--- config.mk ---
export PLATFORM = sky130hd
export DESIGN_NAME = midi_event_match_table
export DESIGN_NICKNAME = d
export VERILOG_FILES = /design/src/design/mematch_pkg.sv /design/src/design/midi_event_match_table.sv
export SDC_FILE = /design/constraint.sdc
export NUM_CORES = 2
export LEC_CHECK = 0
export BUFFER_PORTS_ARGS = -buffer_cell sky130_fd_sc_hd__clkbuf_2
export CAP_MARGIN = 0
export CORE_AREA = 3 3 377 379
export CTS_BUF_LIST = sky130_fd_sc_hd__clkbuf_8
export DETAILED_ROUTE_END_ITERATION = 8
export DIE_AREA = 0 0 380 382
export SETUP_SLACK_MARGIN = 0.02
export SLEW_MARGIN = 20
export SYNTH_ARGS = -nofsm -noshare
export SYNTH_HDL_FRONTEND = slang
export SYNTH_SLANG_ARGS = --single-unit
--- constraint.sdc ---
create_clock -name clk -period 6.25 [get_ports clk]
set_input_delay 1.5625 -clock clk [delete_from_list [all_inputs] [get_ports clk]]
set_output_delay 1.5625 -clock clk [all_outputs]
set_load 0.03 [all_outputs]
--- src/design/mematch_pkg.sv ---
// Package for the MIDI event match table: field widths, commands,
// event type codes, the stored entry layout and the entry compare function.
// No dependencies.
package mematch_pkg;

  localparam int CMD_W       = 1;
  localparam int IDX_W       = 5;
  localparam int TYPE_W      = 3;
  localparam int CODE_W      = 32;
  localparam int CHAN_W      = 5;
  localparam int MAP_W       = 32;
  localparam int ENTRIES_DEF = 32;

  // Commands carried by an input item
  localparam logic [CMD_W-1:0] CMD_WRITE = 1'b0;
  localparam logic [CMD_W-1:0] CMD_MATCH = 1'b1;

  // Event type codes
  localparam logic [TYPE_W-1:0] EV_NONE       = 3'd0;
  localparam logic [TYPE_W-1:0] EV_KEYBOARD   = 3'd1;
  localparam logic [TYPE_W-1:0] EV_NOTE       = 3'd2;
  localparam logic [TYPE_W-1:0] EV_CONTROLLER = 3'd3;
  localparam logic [TYPE_W-1:0] EV_OSC        = 3'd4;

  // Wildcard channel in a stored entry
  localparam logic [CHAN_W-1:0] CHAN_ANY = 5'd0;

  typedef struct packed {
    logic [TYPE_W-1:0] ev_type;
    logic [CODE_W-1:0] code;
    logic [CHAN_W-1:0] chan;
  } entry_t;

  // Decide whether one stored entry fires for an event
  function automatic logic slot_fires(
    input entry_t            ent,
    input logic [TYPE_W-1:0] ev_type,
    input logic [CODE_W-1:0] code,
    input logic [CHAN_W-1:0] chan
  );
    logic fires;
    fires = 1'b0;
    if (ent.ev_type == ev_type) begin
      case (ev_type) inside
        EV_KEYBOARD, EV_OSC: begin
          fires = (ent.code == code);
        end
        EV_NOTE, EV_CONTROLLER: begin
          fires = (ent.code == code) && ((ent.chan == CHAN_ANY) || (ent.chan == chan));
        end
        default: begin
          fires = 1'b0;
        end
      endcase
    end
    return fires;
  endfunction

endpackage

--- src/design/midi_event_match_table.sv ---
// MIDI event match table: trigger entries in one synchronous memory, scanned
// one entry per cycle against a match event; depends on mematch_pkg.
// A write gives a zero result; a match gives its map of min(ENTRIES,32)
// entries, built as the single memory read port visits one entry per cycle.
// Throughput: one item at a time; the next is taken the cycle after the result
// enters the output register. Reset clears control and all entry valid bits at
// once (every entry reads as type none); no clearing pass is needed.
module midi_event_match_table
  import mematch_pkg::*;
#(
  parameter int ENTRIES = ENTRIES_DEF
) (
  input  logic              clk,
  input  logic              rst_n,
  input  logic              in_valid,
  output logic              in_stall,
  input  logic [CMD_W-1:0]  in_command,
  input  logic [IDX_W-1:0]  in_entry_index,
  input  logic [TYPE_W-1:0] in_event_type,
  input  logic [CODE_W-1:0] in_event_code,
  input  logic [CHAN_W-1:0] in_event_channel,
  output logic              out_valid,
  input  logic              out_stall,
  output logic [MAP_W-1:0]  out_match_map,
  output logic              out_any_match
);

  localparam int AW   = (ENTRIES > 1) ? $clog2(ENTRIES) : 1;
  localparam int XW   = (AW > IDX_W) ? AW : IDX_W;
  localparam int SCAN = (ENTRIES < MAP_W) ? ENTRIES : MAP_W;
  localparam logic [IDX_W-1:0] LAST = IDX_W'(SCAN - 1);

  typedef enum logic [3:0] {
    ST_IDLE  = 4'b0001,
    ST_SCAN  = 4'b0010,
    ST_DRAIN = 4'b0100,
    ST_DONE  = 4'b1000
  } state_t;

  state_t             state_r, state_nxt;
  logic               in_acc;
  logic               in_range;
  logic               wr_en;
  logic               rd_en;
  logic               out_free;
  logic               load_out;
  logic [XW-1:0]      wr_ext;
  logic [XW-1:0]      rd_ext;
  logic [AW-1:0]      wr_addr;
  logic [AW-1:0]      rd_addr;
  entry_t             wr_entry;
  entry_t             mem [ENTRIES];
  entry_t             rd_data_r;
  logic               rd_vld_r;
  logic [ENTRIES-1:0] entry_vld_r;
  logic [IDX_W-1:0]   rd_cnt_r;
  logic [IDX_W-1:0]   cmp_idx_r;
  logic               rd_pend_r;
  logic [TYPE_W-1:0]  ev_type_r;
  logic [CODE_W-1:0]  ev_code_r;
  logic [CHAN_W-1:0]  ev_chan_r;
  logic [MAP_W-1:0]   map_r;
  logic               fire;
  logic               out_valid_r;
  logic [MAP_W-1:0]   out_match_map_r;
  logic               out_any_match_r;

  // Handshakes
  assign in_stall = (state_r != ST_IDLE);
  assign in_acc   = in_valid && !in_stall;
  assign out_free = !out_valid_r || !out_stall;
  assign load_out = (state_r == ST_DONE) && out_free;

  // Write port: drop writes beyond the table
  assign in_range = (32'(in_entry_index) < 32'(ENTRIES));
  assign wr_en    = in_acc && (in_command == CMD_WRITE) && in_range;
  assign wr_ext   = XW'(in_entry_index);
  assign wr_addr  = wr_ext[AW-1:0];
  assign wr_entry = '{ev_type: in_event_type, code: in_event_code, chan: in_event_channel};

  // Read port: one entry per cycle during the scan
  assign rd_en   = (state_r == ST_SCAN);
  assign rd_ext  = XW'(rd_cnt_r);
  assign rd_addr = rd_ext[AW-1:0];

  // Entry memory, registered read
  always_ff @(posedge clk) begin
    if (wr_en) begin
      mem[wr_addr] <= wr_entry;
    end
    if (rd_en) begin
      rd_data_r <= mem[rd_addr];
      rd_vld_r  <= entry_vld_r[rd_addr];
    end
  end

  // Valid bits: an entry never written reads as type none
  always_ff @(posedge clk) begin
    if (!rst_n) begin
      entry_vld_r <= '0;
    end else if (wr_en) begin
      entry_vld_r[wr_addr] <= 1'b1;
    end
  end

  // Compare the entry read last cycle
  assign fire = rd_vld_r && slot_fires(rd_data_r, ev_type_r, ev_code_r, ev_chan_r);

  // Sequencer
  always_comb begin
    state_nxt = state_r;
    unique case (state_r)
      ST_IDLE: begin
        if (in_acc) begin
          state_nxt = (in_command == CMD_WRITE) ? ST_DONE : ST_SCAN;
        end
      end
      ST_SCAN: begin
        if (rd_cnt_r == LAST) begin
          state_nxt = ST_DRAIN;
        end
      end
      ST_DRAIN: begin
        state_nxt = ST_DONE;
      end
      ST_DONE: begin
        if (out_free) begin
          state_nxt = ST_IDLE;
        end
      end
      default: begin
        state_nxt = ST_IDLE;
      end
    endcase
  end

  // Control registers
  always_ff @(posedge clk) begin
    if (!rst_n) begin
      state_r     <= ST_IDLE;
      rd_cnt_r    <= '0;
      rd_pend_r   <= 1'b0;
      out_valid_r <= 1'b0;
    end else begin
      state_r   <= state_nxt;
      rd_pend_r <= rd_en;
      if (in_acc) begin
        rd_cnt_r <= '0;
      end else if (rd_en && (rd_cnt_r != LAST)) begin
        rd_cnt_r <= rd_cnt_r + IDX_W'(1);
      end
      if (load_out) begin
        out_valid_r <= 1'b1;
      end else if (!out_stall) begin
        out_valid_r <= 1'b0;
      end
    end
  end

  // Hold the event, build the map, load the result
  always_ff @(posedge clk) begin
    if (in_acc) begin
      ev_type_r <= in_event_type;
      ev_code_r <= in_event_code;
      ev_chan_r <= in_event_channel;
      map_r     <= '0;
    end else if (rd_pend_r) begin
      map_r[cmp_idx_r] <= fire;
    end
    if (rd_en) begin
      cmp_idx_r <= rd_cnt_r;
    end
    if (load_out) begin
      out_match_map_r <= map_r;
      out_any_match_r <= |map_r;
    end
  end

  assign out_valid     = out_valid_r;
  assign out_match_map = out_match_map_r;
  assign out_any_match = out_any_match_r;

`ifndef SYNTHESIS
  // The any flag agrees with the map it reports
  a_any_consistent: assert property (@(posedge clk) disable iff (!rst_n)
    out_valid_r |-> (out_any_match_r == (out_match_map_r != '0)))
    else $error("any_match disagrees with match_map");

  // Compares happen only while a scan is running or draining
  a_pend_in_scan: assert property (@(posedge clk) disable iff (!rst_n)
    rd_pend_r |-> ((state_r == ST_SCAN) || (state_r == ST_DRAIN)))
    else $error("entry compare outside scan");

  // A write skips the scan and goes straight to result delivery
  a_write_to_done: assert property (@(posedge clk) disable iff (!rst_n)
    (in_acc && (in_command == CMD_WRITE)) |=> (state_r == ST_DONE))
    else $error("write item did not go to result delivery");

  // A scan reads the table without writing it
  a_no_write_in_scan: assert property (@(posedge clk) disable iff (!rst_n)
    rd_en |-> !wr_en)
    else $error("table write during scan");
`endif

endmodule
== Word level (Yosys, flattened, before mapping) ==
Memories as Yosys holds them, arrays and structs flattened. A register that Yosys moved wholly into a read port is not among the register bits.
Index checks and enable logic that the tools add are counted.

* Add/subtract/negate cells: 1
* Multiply operators: 0
* Divide/modulo/power cells: 0
* Magnitude comparators: 5
* Equality and inequality tests: 18
* Shift operators: 0
* Multiplexer cells: 19
* Bitwise operators: 3
* Reduce and logical (&&, ||, !) cells: 19

{| class="wikitable"
|+ Operators with widths
! operator !! number
|-
| $bwmux 32 || 1
|-
| $eq 32x32->1 || 1
|-
| $or 32x32->32 || 1
|-
| $reduce_or 32->1 || 1
|-
| $lt 5x6->1 const B || 3
|-
| $mux 4 || 4
|-
| $pmux 4 s4 || 1
|-
| $demux 1 s5 || 2
|-
| $ge 5x1->1 const B || 2
|-
| $mux 1 || 10
|-
| $logic_and 1x1->1 || 8
|-
| $eq 3x2->1 const B || 2
|-
| $reduce_or 2->1 || 3
|-
| $add 5x1->5 const B || 1
|-
| $bmux 1 s5 || 1
|-
| $eq 5x5->1 || 1
|-
| $eq 5x5->1 const B || 1
|-
| $logic_not 5->1 || 1
|-
| $ne 5x5->1 const B || 1
|-
| $eq 4x1->1 const B || 1
|-
| $eq 4x2->1 const B || 1
|-
| $eq 4x3->1 const B || 1
|-
| $eq 4x4->1 const B || 1
|-
| $ne 2x1->1 const B || 2
|-
| other kinds (9) || 14
|}

* Register bits: 154
* Latch bits: 0
* Bits in writable memories: 1280
* Bits in read-only memories: 0
* Input bits: 50
* Output and inout port bits: 35
* Word-level logic and storage cells: 79
* Memories: 1

{| class="wikitable"
|+ Memory list
! name !! depth !! width !! read ports !! clocked after memory_dff !! write ports !! RTL line !! RTL
|-
| mem || 32 || 40 || 1 || 1 || 1 || midi_event_match_table.sv:52 || <nowiki>entry_t mem [ENTRIES];</nowiki>
|}

== Depth between registers and ports, before layout ==
* Depth in word-level cells: 8
* Gate-level depth with buffers: 10
* Depth with buffers taken out: 7

== Worst setup path before layout ==
OpenSTA, ideal clock, no wires.

* Path kind: reg2reg
* Start point: reg state_r[1]
* End point: reg rd_cnt_r[3], in the netlist rd_addr[3]
* Library setup time: 0.117 ns
* Arrival time: 6.219 ns
* Required time: 6.133 ns
* Path slack: -0.087 ns
* Stages on the path, launching flop included: 7
* Path buffers: 1
* Clock period less this slack: 6.337 ns
* Path through: dfxtp_1 -> nor4b_1 -> nor2b_1 -> buf_2 -> nand4_1 -> xor2_1 -> nor2_1

* Elaborated cells between the ends (all ways): 6
* Classes of those cells: eq/ne: 2; reduce/logical: 4

{| class="wikitable"
|+ RTL lines
! element !! RTL line !! RTL
|-
| from (decl) || midi_event_match_table.sv:40 || <nowiki>state_t state_r, state_nxt;</nowiki>
|-
| from (signal assigned) || midi_event_match_table.sv:145 || <nowiki>state_r <= state_nxt;</nowiki>
|-
| $eq 4x2->1 || midi_event_match_table.sv:82 || <nowiki>assign rd_en = (state_r == ST_SCAN);</nowiki>
|-
| net rd_en || midi_event_match_table.sv:44 || <nowiki>logic rd_en;</nowiki>
|-
| $logic_and 1x1->1 || midi_event_match_table.sv:149 || <nowiki>end else if (rd_en && (rd_cnt_r != LAST)) begin</nowiki>
|-
| to (signal assigned) || midi_event_match_table.sv:150 || <nowiki>rd_cnt_r <= rd_cnt_r + IDX_W'(1);</nowiki>
|-
| to (decl) || midi_event_match_table.sv:56 || <nowiki>logic [IDX_W-1:0] rd_cnt_r;</nowiki>
|}

The timed path passes the listed nets, and every way through them passes these cells.
A chain may end at the register's enable or synchronous reset.

== Final worst setup path ==
* Start point: reg state_r[3]
* End point: mem mem[14][1] in the netlist's numbering (enable)

* Word-level cells in the longest chain between the ends: 6

{| class="wikitable"
|+ Ends and longest elaborated chain
! element !! RTL line !! RTL
|-
| $ne 4x1->1 || midi_event_match_table.sv:69 || <nowiki>assign in_stall = (state_r != ST_IDLE);</nowiki>
|-
| $logic_not 1->1 || midi_event_match_table.sv:70 || <nowiki>assign in_acc = in_valid && !in_stall;</nowiki>
|-
| $logic_and 1x1->1 || midi_event_match_table.sv:70 ||
|-
| $logic_and 1x1->1 || midi_event_match_table.sv:76 || <nowiki>assign wr_en = in_acc && (in_command == CMD_WRITE) && in_range;</nowiki>
|-
| $mux 1 || midi_event_match_table.sv:88 || <nowiki>if (wr_en) begin</nowiki>
|-
| $mux 1 (not written as such) || midi_event_match_table.sv:89 || <nowiki>mem[wr_addr] <= wr_entry;</nowiki>
|-
| to (decl) || midi_event_match_table.sv:52 ||
|}

No other way between the ends.

==> impl_metrics.csv <==
group,metric,value,unit
job,drv_cap,0,
timing,maxSlewHeadroom,0.278,
grt,grt_max_degree,141,
grt,gr-usage-met2,0.284,
timing,worstMarginPinSlew,1.08,ns
die,dieHeight,382,µm
routing,drtPass1Iterations,5,
worst_setup_path,critical_path_arrival,4.26,ns
placed_design,port_buffers,84,
synthesis,synth_top_cell_by_area,"edfxtp_1",
finish,layout-drive-gt1-share,0.283,
worst_setup_path,cp-startpoint,"state_r[3]$_SDFFE_PN0P_",
finish,mostFrequentLayoutCell,"edfxtp_1",
finish,fin_nets,2786,
timing,fin_crit_sh,0.592,
worst_setup_path,crit_chain,"nor4b_1 -> nand2_1 -> buf_4 -> inv_2 -> nand4b_1 -> nor2_4 -> buf_4",
synthesis,seq_area_frac_synth,0.783,
power,irDropWorstVdd,166,µV
grt,gr-usage-all-layers,0.180,
finish,area_delta_synth_final,13.0,%
clock_network,clk_pin_slew,0.06,ns
synthesis,async_flop_share,0,
grt,grt_use_met1,0.253,
worst_setup_path,max_stage_delay,0.92,ns
clock_network,clock_latency,0.89,ns
timing,slew_viol_final,0,
grt,busiest_layer,"met2",
routing,viasPerCell,5.50,
timing,finalHoldViolCount,0,
routing,wl_per_cell,27.2,µm
synthesis,synth.avg_cell_area,22.3,µm²
routing,dr_total_vias,26387,
grt,grt_pass1_vias,27440,
synthesis,netlist.area_leader.share,0.756,
worst_setup_path,crit_fanout,34,
power,report.power.total,18600,µW
routing,drt_wl_total,131000,µm
die,die_w,380,µm
clock_network,cts_setup_buffers,0,
finish,final_cell_mix,"edfxtp_1, mux4_2, clkbuf_8",
synthesis,yosysWarnings,0,
finish,post-route-util,0.451,
synthesis,synth-edff-count,1399,
routing,drtIter0Drc,2967,
grt,grt-ovfl-total,0,
timing,fin_setup_tns,0,ns
clock_network,cts_repair_resize_count,0,
worst_setup_path,crit_type,"reg -> reg",
timing,max_freq,0.270,GHz
timing,setup_viol,0,
status,status,"finished, final reports clean",
timing,finClkSkew,0.0375,ns
worst_setup_path,cp.buffers_inverters,3,
min_path,hp-start,"map_r[23]$_SDFFE_PP0P_",
die,ios,85,
worst_setup_path,crit_top_cell,"buf_4",
clock_network,cts_tree,"built",
worst_setup_path,cp-end-kind,"register",
timing,whs,0.445,ns
die,dieArea,145000,µm²
routing,drc,0,
power,powerDensity,296,nW/µm²
die,num_rows,137,
clock_network,cts-root-buf,"clkbuf_8",
synthesis,yosysUniqueCellTypes,44,
clock_network,clkSinkCount,1474,
clock_network,numCtsBuffers,225,
grt,grt_pass1_wl,191000,µm
worst_setup_path,cp_top_family,"simple AND/OR/NAND/NOR gates",
placed_design,place_hpwl,79300,µm
timing,fin_crit,3.70,ns
clock_network,htreeDepth,4,
min_path,holdCritPathClass,"reg -> reg",
worst_setup_path,slowest_stage,"nor2_4",
worst_setup_path,r2r_start,"state_r[3]$_SDFFE_PN0P_",
grt,use_met3,0.0415,
clock_network,hold_buffers,0,
routing,detail-route-antenna-nets,0,
clock_network,max-clock-path-buffers,3,
synthesis,ys.flop_type,"edfxtp_1",
die,start_util,0.399,
synthesis,ys_ff_latch,1474,
power,p_leak,0.0191,µW
synthesis,syn-instance-count,2495,
worst_setup_path,startpoint_type,"register",
placed_design,place.gp.congestion,0.802,
grt,antenna_found_initial,13,
timing,rsz0062_at_grt,"false",
die,core,139000,µm²
worst_setup_path,cp.required,6.81,ns
synthesis,synth_area,55600,µm²
synthesis,synthTopCellsByArea,"edfxtp_1, mux4_2, dfxtp_1, mux2i_1, a221oi_1",
synthesis,synth_fp_nets,2547,
==> synth_stat cells, drive strengths merged (35+ instances only) <==
cell	instances
buf	72
nor2	44
o21ai	35
a22o	41
edfxtp	1399
nand2	40
a22oi	41
mux2i	84
nand3	35
xnor2	37
a21oi	44
a221oi	41
mux4	328
clkbuf	63
dfxtp	75
==> sequential cells by signal (all words and copies together) (netlist names), 3 cells and up <==
name and count:
ev_type_r 3, rd_data_r 40, state_r 4, ev_code_r 32, mem 1280, out_match_map 32
cmp_idx_r 5, map_r 32, rd_addr 5, entry_vld_r 32, ev_chan_r 5
==> layer usage <==
metal	vias to the layer above	wire, µm
li1	11092	-
met1	14019	55100
met2	1059	62400
met3	211	10200
met4	6	2880
met5	-	35
==> kinds of logic (layout without fill, tap and decap cells) <==
logic type | after synthesis | in the layout | share of synthesized area
other cells | 0 | 5 | 0
mux | 412 | 412 | 0.148
fa+ha+maj | 2 | 2 | 0.000450
simple gates | 185 | 185 | 0.0167
xor+xnor | 42 | 42 | 0.00662
flops | 1474 | 1474 | 0.783
compound gates | 240 | 240 | 0.0331
buf+inv | 140 | 560 | 0.0119
==> worst register-to-register path, stage by stage (launching register included) <==
cell	delay, ns
dfxtp_1	0.36
nor4b_1	0.49
nand2_1	0.14
buf_4	0.27
inv_2	0.28
nand4b_1	0.45
nor2_4	0.92
buf_4	0.45
==> metrics by stage <==
stage               cells  worst slack, ns  area [µm²]
floorplan            2495             1.40       55600
global placement     4375             1.67       58500
detailed placement   4383             1.78       58700
CTS                  4791             2.55       62800
global route         4792             2.25       62800
finish               4796             2.55       62800
==> cell type report <==
class | count | area, µm²
well taps | 1876 | 2350
inverters | 5 | 18.8
repair buffers | 147 | 1070
diodes | 5 | 12.5
clock inverters | 176 | 915
fillers | 11683 | 76400
multi-input cells | 881 | 11700
clock buffers | 232 | 3190
flip-flops and latches | 1474 | 43500
==> path summary, 6_finish.rpt <==
check                                 to  slack [ns]  cells after the start
max                 mem[14][1]$_DFFE_PP_        2.55                      7
min          out_match_map[23]$_DFFE_PP_        0.45                      0
max reg2reg         mem[14][1]$_DFFE_PP_        2.55                      7
min reg2reg  out_match_map[23]$_DFFE_PP_        0.45                      0
==> power by group <==
part           switching, µW  total (µW)  internal [µW]
sequential              23.4       10900          10900
combinational            320         411           91.2
clock                   3620        7270           3650
total                   3970       18600          14600
No activity file was read; power rests on OpenSTA's default activity.
